==> src/rtl/assert_macros.svh <==
// ----------------------------------------------------------------------------
// Assertion macros
// Assertion macros shared by the RTL of the surface fraction unit.
// ----------------------------------------------------------------------------
`ifndef ASSERT_MACROS_SVH
`define ASSERT_MACROS_SVH

// A condition that must hold at every clock edge outside reset.
`define PSF_ASSERT_ALWAYS(lbl, clk, rst, cond) \
  lbl: assert property (@(posedge clk) disable iff (rst) (cond)) \
    else $error("assertion failed");

// The consequent must hold in the same cycle as the antecedent.
`define PSF_ASSERT_IMPL(lbl, clk, rst, ante, cons) \
  lbl: assert property (@(posedge clk) disable iff (rst) (ante) |-> (cons)) \
    else $error("assertion failed");

// The consequent must hold in the cycle after the antecedent.
`define PSF_ASSERT_NEXT(lbl, clk, rst, ante, cons) \
  lbl: assert property (@(posedge clk) disable iff (rst) (ante) |=> (cons)) \
    else $error("assertion failed");

`endif

==> src/rtl/psf_pkg.sv <==
// ----------------------------------------------------------------------------
// Surface fraction package
// Constants and transfer types shared by the surface fraction unit.
// ----------------------------------------------------------------------------
package psf_pkg;

  localparam int MAX_LABELS    = 64;
  localparam int LABEL_BITS    = $clog2(MAX_LABELS);
  localparam int CFG_BITS      = 7;
  localparam int COUNT_BITS    = 32;
  localparam int FRACTION_BITS = 16;
  localparam int FRAC_OUT_BITS = FRACTION_BITS + 1;
  localparam int MARK_BITS     = 8;
  localparam int TOTAL_OUT_BITS = 32;

  typedef struct packed {
    logic [LABEL_BITS-1:0]       feature_label;
    logic signed [MARK_BITS-1:0] surface_mark;
    logic                        last_voxel;
  } in_item_t;

  typedef struct packed {
    logic [LABEL_BITS-1:0]     label_index;
    logic [FRAC_OUT_BITS-1:0]  surface_fraction;
    logic [TOTAL_OUT_BITS-1:0] voxel_total;
    logic                      empty_label;
    logic                      last_result;
  } out_item_t;

endpackage

==> src/rtl/psf_frac_div.sv <==
// ----------------------------------------------------------------------------
// Fraction divider
// Restoring divider giving floor(num * 2^FRACTION_BITS / den), one quotient
// bit per cycle, saturated at one when num is not below den.
// ----------------------------------------------------------------------------
`include "assert_macros.svh"

module psf_frac_div
  import psf_pkg::*;
(
  input  logic                     clk,
  input  logic                     rst,
  input  logic                     start,
  input  logic [COUNT_BITS-1:0]    num,
  input  logic [COUNT_BITS-1:0]    den,
  output logic                     done,
  output logic [FRAC_OUT_BITS-1:0] quotient
);

  localparam int STEP_BITS = $clog2(FRACTION_BITS);
  localparam logic [FRAC_OUT_BITS-1:0] FRAC_ONE = {1'b1, {FRACTION_BITS{1'b0}}};

  logic                     busy;
  logic [STEP_BITS-1:0]     step;
  logic [COUNT_BITS-1:0]    rem;
  logic [COUNT_BITS-1:0]    den_reg;
  logic [FRACTION_BITS-2:0] quo;
  logic [COUNT_BITS:0]      rem_shift;
  logic                     take;
  logic                     last_step;

  assign rem_shift = {rem, 1'b0};
  assign take      = rem_shift >= {1'b0, den_reg};
  assign last_step = step == STEP_BITS'(FRACTION_BITS - 1);

  always_ff @(posedge clk) begin
    if (rst) begin
      busy <= 1'b0;
      done <= 1'b0;
    end else if (start) begin
      busy <= num < den;
      done <= num >= den;
    end else begin
      busy <= busy && !last_step;
      done <= busy && last_step;
    end
  end

  // Datapath registers carry no reset.
  always_ff @(posedge clk) begin
    if (start) begin
      rem     <= num;
      den_reg <= den;
      step    <= '0;
      quo     <= '0;
      if (num >= den) begin
        quotient <= FRAC_ONE;
      end
    end else if (busy) begin
      rem  <= take ? COUNT_BITS'(rem_shift - {1'b0, den_reg}) : rem_shift[COUNT_BITS-1:0];
      quo  <= {quo[FRACTION_BITS-3:0], take};
      step <= step + STEP_BITS'(1);
      if (last_step) begin
        quotient <= {1'b0, quo, take};
      end
    end
  end

  `PSF_ASSERT_IMPL(a_start_idle, clk, rst, start, !busy)
  `PSF_ASSERT_IMPL(a_done_idle, clk, rst, done, !busy)
  `PSF_ASSERT_IMPL(a_quo_range, clk, rst, done, quotient <= FRAC_ONE)

endmodule

==> config.mk <==
export PLATFORM = sky130hd
export DESIGN_NAME = psf_frac_div
export DESIGN_NICKNAME = d
export VERILOG_FILES = /design/src/rtl/psf_pkg.sv /design/src/rtl/psf_frac_div.sv
export VERILOG_INCLUDE_DIRS = /design/src /design/src/rtl
export SDC_FILE = /design/constraint.sdc
export NUM_CORES = 1
export LEC_CHECK = 0
export BUFFER_PORTS_ARGS = -buffer_cell sky130_fd_sc_hd__buf_2
export CORE_AREA = 8 8 187 136
export CTS_BUF_LIST = sky130_fd_sc_hd__clkbuf_8
export DETAILED_ROUTE_END_ITERATION = 10
export DIE_AREA = 0 0 195 144
export PLACE_DENSITY_LB_ADDON = 0.2
export SYNTH_ARGS = -nofsm -noshare
export SYNTH_HDL_FRONTEND = slang
export SYNTH_SLANG_ARGS = --single-unit
==> constraint.sdc <==
create_clock -name clk -period 7.1 [get_ports clk]
set_input_delay 0.355 -clock clk [delete_from_list [all_inputs] [get_ports clk]]
set_output_delay 0.355 -clock clk [all_outputs]
set_load 0.005 [all_outputs]
==> key figures, run 1 <==
Hold path
  • Hold Path Origin: rst
  • Hold Crit Class: in2reg

Timing
  • Part of the cycle the worst path needs: 55.8%
  • Max Slew Vio Count: 0
  • Worst Tran Pin Value: 1.02 ns
  • Max frequency: 0.252 GHz
  • Fin Setup TNS: 0 ns
  • Worst setup margin: 3.14 ns
  • Min Tclk post-route: 3.96 ns
  • RSZ-0062 raised after global routing: no
  • Final hold vios: 0
  • Slew margin rel.: 31.7%
  • Final Skew: 0.0145 ns
  • # setup viols final: 0

Yosys
  • Cells after synthesis: 649
  • Synth top area share: 36.9%
  • Distinct cells, synth: 64
  • Post-synth top flop: edfxtp_1
  • Syn Area/Cell: 10.2 µm²
  • Most numerous cell in the Yosys netlist: edfxtp_1
  • Synth cell count leaders: 81 x edfxtp_1, 71 x inv_1, 65 x ha_1, 55 x nand2_1, 41 x a21oi_1
  • Syn_nets: 782
  • Area contributors post-synth: edfxtp_1 37%, ha_1 12%, dfxtp_1 6.4%
  • Asr flop ratio synth: 0%
  • Area leader, netlist: edfxtp_1
  • Sequential area share after synthesis: 43.3%
  • Post-synth EDFFs: 81
  • Post-synthesis cell area: 6590 µm²
  • Synth warnings: 0
  • #FFs+latches synth: 102

Power and ir drop
  • Worst vdd ir: 0.0942 mV
  • Static leakage: 3.32 nW
  • Power Dens Cells: 262 nW/µm²

CTS
  • CTS clock-pin slew for the worst setup and hold paths: 0.11 ns
  • Clock buffer count from CTS: 9
  • Clock sinks: 102
  • TritonCTS clock tree: built
  • Post-CTS Hold Buffers: 0
  • Root buffer cell: clkbuf_8
  • Post-CTS resize count: 0
  • CTS H-tree depth: 3
  • Post-CTS setup buffers: 0
  • Clock latency on the worst-skew pair: 0.39 ns
  • Clock Path Buffers: 2

Detailed routing
  • Avg WL per Cell: 15.6 µm
  • DR top layer: met5
  • Met3 wire length: 637 µm
  • Routed met2 length: 6460 µm
  • Final WL: 16000 µm
  • First-pass iteration count of the detailed router: 4
  • M1 wire length: 8790 µm
  • Via count: 4897
  • Antenna Violating Nets Remaining: 0
  • DRC Markers: 0
  • Drt first-iter violations: 211
  • Vias per std cell: 4.75

Critical path
  • Data required, critical path: 7.33 ns
  • WP buf/inv: 2
  • Worst path cell trace: ha_1 -> a21oi_1 -> o21ai_0 -> a32o_1 -> a32oi_1 -> nand3_2 -> o41ai_4 -> buf_4 -> or2_1 -> inv_2 -> a221oi_2
  • Max incr delay on CP: 0.89 ns
  • Arr. time, crit path: 4.19 ns
  • CP max FO: 15
  • Origin of the critical flop-to-flop path: rem[8]$_DFFE_PP_
  • CP max stage cell: o41ai_4
  • Critical path type: reg2reg
  • CP top delay family: compound AO/OA/AOI/OAI gates
  • CP Capture Type: flop
  • Crit. Startpoint: rem[8]$_DFFE_PP_
  • CP startpoint kind: flop

Final layout
  • Layout area overhead: 14.1%
  • Layout Utilization: 33.0%
  • Filler instances: 2432
  • Share of layout cells above drive strength 1: 17.4%
  • Diodes inserted: 0
  • Register Area: 2850 µm²
  • # nets final: 864
  • Area used by multi-input combinational logic: 3390 µm²

Place
  • HPWL after DPL: 12600 µm
  • Buffers on Ports: 84
  • Setup WS pre-CTS: 3.13 ns
  • RePlAce Congestion: 0.773

Floorplanning
  • Rows: 47
  • Boundary pin count: 85
  • Core area: 22800 µm²
  • Die Y-Extent: 144 µm
  • Starting Density: 28.9%
  • Die width: 195 µm
  • Die area: 28100 µm²

Run
  • Max-cap viol count: 0

GRT
  • Grt total ovfl: 0
  • Largest net degree at the start of global routing: 66
  • Global-route wire length before repair: 26100 µm
  • Number of global-route vias before repair: 4974
  • Initial antenna violation count: 1
  • Total track usage: 11.6%

Run status
  • Status: finished, final reports clean
final timing paths:
| kind | cells past startpoint | end | slack (ns) |
|---|---|---|---|
| setup / recovery | 11 | rem[30]$_DFFE_PP_ | 3.14 |
| hold / removal | 2 | busy$_SDFF_PP0_ | 0.12 |
| setup reg to reg | 11 | rem[30]$_DFFE_PP_ | 3.14 |
| hold reg to reg | 2 | quo[0]$_SDFFE_PP0P_ | 0.50 |
cell families (layout without fill, tap and decap cells):
family | Yosys count | after routing | share of synthesized area [%]
simple gates | 172 | 172 | 13.8
flops | 102 | 102 | 43.3
compound gates | 157 | 157 | 15.8
xor+xnor | 30 | 30 | 3.99
fa+ha+maj | 66 | 66 | 12.6
buf+inv | 90 | 177 | 5.41
mux | 32 | 32 | 5.13
stage by stage:
step | cell area [µm²] | hold slack (ns) | power, mW | std cells
after floorplan | 6590 | 0.424 | 1.43 | 649
after global placement | 7340 | 0.470 | 1.63 | 1014
after detailed placement | 7340 | 0.477 | 1.63 | 1014
after CTS | 7520 | 0.108 | 1.99 | 1030
after global routing | 7520 | 0.119 | 2.13 | 1030
final | 7520 | 0.125 | 1.97 | 1030
worst reg2reg max path: cells and delay by family, from the launching register on:
| family | cells | cell delay, ns |
|---|---|---|
| buffers and inverters | 2 | 0.43 |
| adder cells (fa/ha/maj) | 1 | 0.36 |
| AND/OR/NAND/NOR | 2 | 0.47 |
| flip-flops | 1 | 0.40 |
| AO/OA/AOI/OAI | 6 | 2.14 |
power breakdown:
group / internal, mW / switching (mW) / leakage (nW)
Combinational: 0.360 / 0.470 / 2.25
Clock: 0.140 / 0.220 / 0.100
Sequential: 0.743 / 0.0382 / 0.974
Total: 1.24 / 0.728 / 3.32
area by class of cell:
type,count,area share [%]
timing repair buffer,89,6.12
sequential,102,37.9
inverter,72,3.59
clock buffer,10,1.83
clock inverter,6,0.615
tap,294,4.89
multi-input combinational,457,45.0
layer usage:
layer	vias up	track usage, %
li1	2519	-
met1	2288	17.1
met2	76	16.8
met3	12	3.37
met4	2	1.91
met5	-	0
cells in the final DEF (no fill, tap or decap), types with 3 or more instances in the layout:
master and instances:
buf_2 83, edfxtp_1 81, inv_1 72, ha_1 65
nand2_1 55, a21oi_1 41, nor2b_1 26, o21ai_0 25
nor2_1 21, dfxtp_1 21, a21o_1 19, xnor2_1 19
mux2i_1 18, o21ai_1 16, mux2_2 14, xor2_1 11
nand4_1 11, nand3b_1 10, clkbuf_8 10, o211ai_1 8
nand2b_1 7, o21a_1 7, and3_1 6, nor3_1 6
buf_4 6, a221o_1 5, and4_1 5, nand3_1 5
or3_1 5, and2_1 4, o21bai_1 4, or2_2 3
o41ai_1 3, a22oi_1 3, o311ai_0 3
(Power assumes the default switching activity.)
==> run 2: changes to the inputs <==
- clock period: 7.1 -> 4.1 ns (I/O delays scaled with it)
==> key figures, run 2 (synthesized netlist as in run 1, its figures left out) <==
Final layout
  • Filler instances: 2391
  • Share of layout cells above drive strength 1: 16.6%
  • Fin cells: 1057
  • Commonest cells after routing, fill and taps aside: 83 x buf_2, 81 x edfxtp_1, 75 x inv_1
  • Diodes inserted: 0
  • Commonest non-fill, non-tap cell in the layout: buf_2
  • Layout area overhead: 18.2%
  • # nets final: 891

Critical path
  • Worst-case reg-to-reg path depth: 11
  • Arr. time, crit path: 3.46 ns
  • Worst path cell trace: ha_1 -> a21o_1 -> a211o_1 -> a41o_1 -> a211oi_2 -> nand3_2 -> o41ai_4 -> buf_4 -> buf_4 -> mux2i_1 -> o21ai_1
  • CP max stage cell: edfxtp_1
  • Origin of the critical flop-to-flop path: rem[21]$_DFFE_PP_
  • Most Frequent Cell on Critical Path: buf_4
  • CP top delay family: compound AO/OA/AOI/OAI gates
  • FF-to-FF setup slack: 0.75 ns
  • WP buf/inv: 2
  • CP startpoint kind: flop
  • Critical path type: reg2reg
  • Data required, critical path: 4.21 ns
  • CP max FO: 15
  • Max incr delay on CP: 0.41 ns
  • CP Capture Type: flop
  • Reg2Reg Capture Point: rem[20]$_DFFE_PP_

CTS
  • Clock latency on the worst-skew pair: 0.38 ns
  • Clock Path Buffers: 2
  • CTS clock-pin slew for the worst setup and hold paths: 0.09 ns
  • TritonCTS clock tree: built
  • Post-CTS resize count: 0
  • Root buffer cell: clkbuf_8
  • Clock buffer count from CTS: 9
  • Clock sinks: 102
  • CTS H-tree depth: 3

Floorplanning
  • Die Y-Extent: 144 µm
  • Boundary pin count: 85
  • Die width: 195 µm
  • Core area: 22800 µm²
  • Die area: 28100 µm²
  • Starting Density: 28.9%
  • Rows: 47

Run status
  • Status: finished, final reports clean

Run
  • Max-cap viol count: 0

Detailed routing
  • Avg WL per Cell: 15.2 µm
  • Final WL: 16000 µm
  • Via count: 4959
  • DRC Markers: 0
  • Vias per std cell: 4.69
  • First-pass iteration count of the detailed router: 4
  • Drt first-iter violations: 292
  • Antenna Violating Nets Remaining: 0

GRT
  • Number of global-route vias before repair: 5118
  • Grt total ovfl: 0
  • Global-route wire length before repair: 26700 µm
  • Total track usage: 11.7%
  • Largest net degree at the start of global routing: 71
  • Initial antenna violation count: 0

Timing
  • Slew margin rel.: 41.4%
  • Worst Tran Pin Value: 0.879 ns
  • Fin Setup TNS: 0 ns
  • RSZ-0062 raised after global routing: no
  • Max frequency: 0.299 GHz
  • Part of the cycle the worst path needs: 81.7%
  • Final hold vios: 0
  • Min Tclk post-route: 3.35 ns
  • # setup viols final: 0
  • Max Slew Vio Count: 0
  • Final Skew: 0.0169 ns

Power and ir drop
  • Worst vdd ir: 0.181 mV
  • Static leakage: 3.45 nW
  • Power Dens Cells: 443 nW/µm²

Hold path
  • Hold Path Origin: den[20]
  • Hold Crit Class: in2reg
  • Hold Crit Endpoint: den_reg[20]$_DFFE_PP_
  • Hold path depth: 1

Place
  • Buffers on Ports: 84
  • HPWL after DPL: 12500 µm
  • RePlAce Congestion: 0.816
  • Placed insts: 1016
run 2: cell count changes in the layout (fill, tap and decap cells not counted):
cell           change
dlygate4sd3_1     +25
clkbuf_8           -1
clkinv_4           -2
buf_4              +2
inv_8              -1
inv_1              +3
bufinv_16          +1
run 2: area by class of cell:
type	instances	area (µm²)	share of cell area [%]
multi-input cells	457	3390	43.5
repair buffers	116	726	9.32
inverters	72	270	3.47
clock buffers	9	124	1.59
well taps	294	368	4.72
clock inverters	7	58.8	0.755
flip-flops and latches	102	2850	36.6
run 2: what timing repair did:
action                                 CTS  global route
buffers inserted                         0             0
hold buffers                            23             2
endpoints found under the hold margin   24             2
run 2: through the flow:
stage / hold WS [ns] / utilization, % / instance area (µm²) / worst slack (ns) / total power [mW]
floorplan: 0.274 / - / 6590 / 1.15 / 2.47
global placement: 0.396 / 32.2 / 7350 / 0.819 / 2.84
detailed placement: 0.397 / 32.2 / 7350 / 0.765 / 2.82
CTS: 0.000511 / 34.0 / 7770 / 0.762 / 3.48
global route: 0.00162 / 34.1 / 7790 / 0.473 / 3.72
finish: 0.0213 / 34.1 / 7790 / 0.750 / 3.45
run 2: how the worst max path moves through the flow:
| stage | startpoint | cells after the start | slack (ns) | endpoint |
|---|---|---|---|---|
| floorplan | rem[21]$_DFFE_PP_ | 11 | 1.15 | rem[10]$_DFFE_PP_ |
| global placement | rem[21]$_DFFE_PP_ | 11 | 0.82 | rem[19]$_DFFE_PP_ |
| detailed placement | rem[8]$_DFFE_PP_ | 11 | 0.76 | rem[19]$_DFFE_PP_ |
| CTS | rem[21]$_DFFE_PP_ | 11 | 0.76 | rem[19]$_DFFE_PP_ |
| global route | rem[8]$_DFFE_PP_ | 11 | 0.47 | rem[20]$_DFFE_PP_ |
| finish | rem[21]$_DFFE_PP_ | 11 | 0.75 | rem[20]$_DFFE_PP_ |
run 2: routing by layer:
layer | global-route usage, % | wire (µm) | vias to the layer above
met3 | 2.56 | 591 | 10
met2 | 17.2 | 6460 | 65
met1 | 17.2 | 8820 | 2311
met4 | 2.63 | 137 | 0
met5 | 0 | 0 | -
li1 | - | - | 2573
run 2: power by group:
part	leakage, nW	switching [mW]	internal [mW]
Sequential	0.974	0.0669	1.29
Combinational	2.36	0.821	0.643
Clock	0.109	0.356	0.276
Total	3.45	1.24	2.21
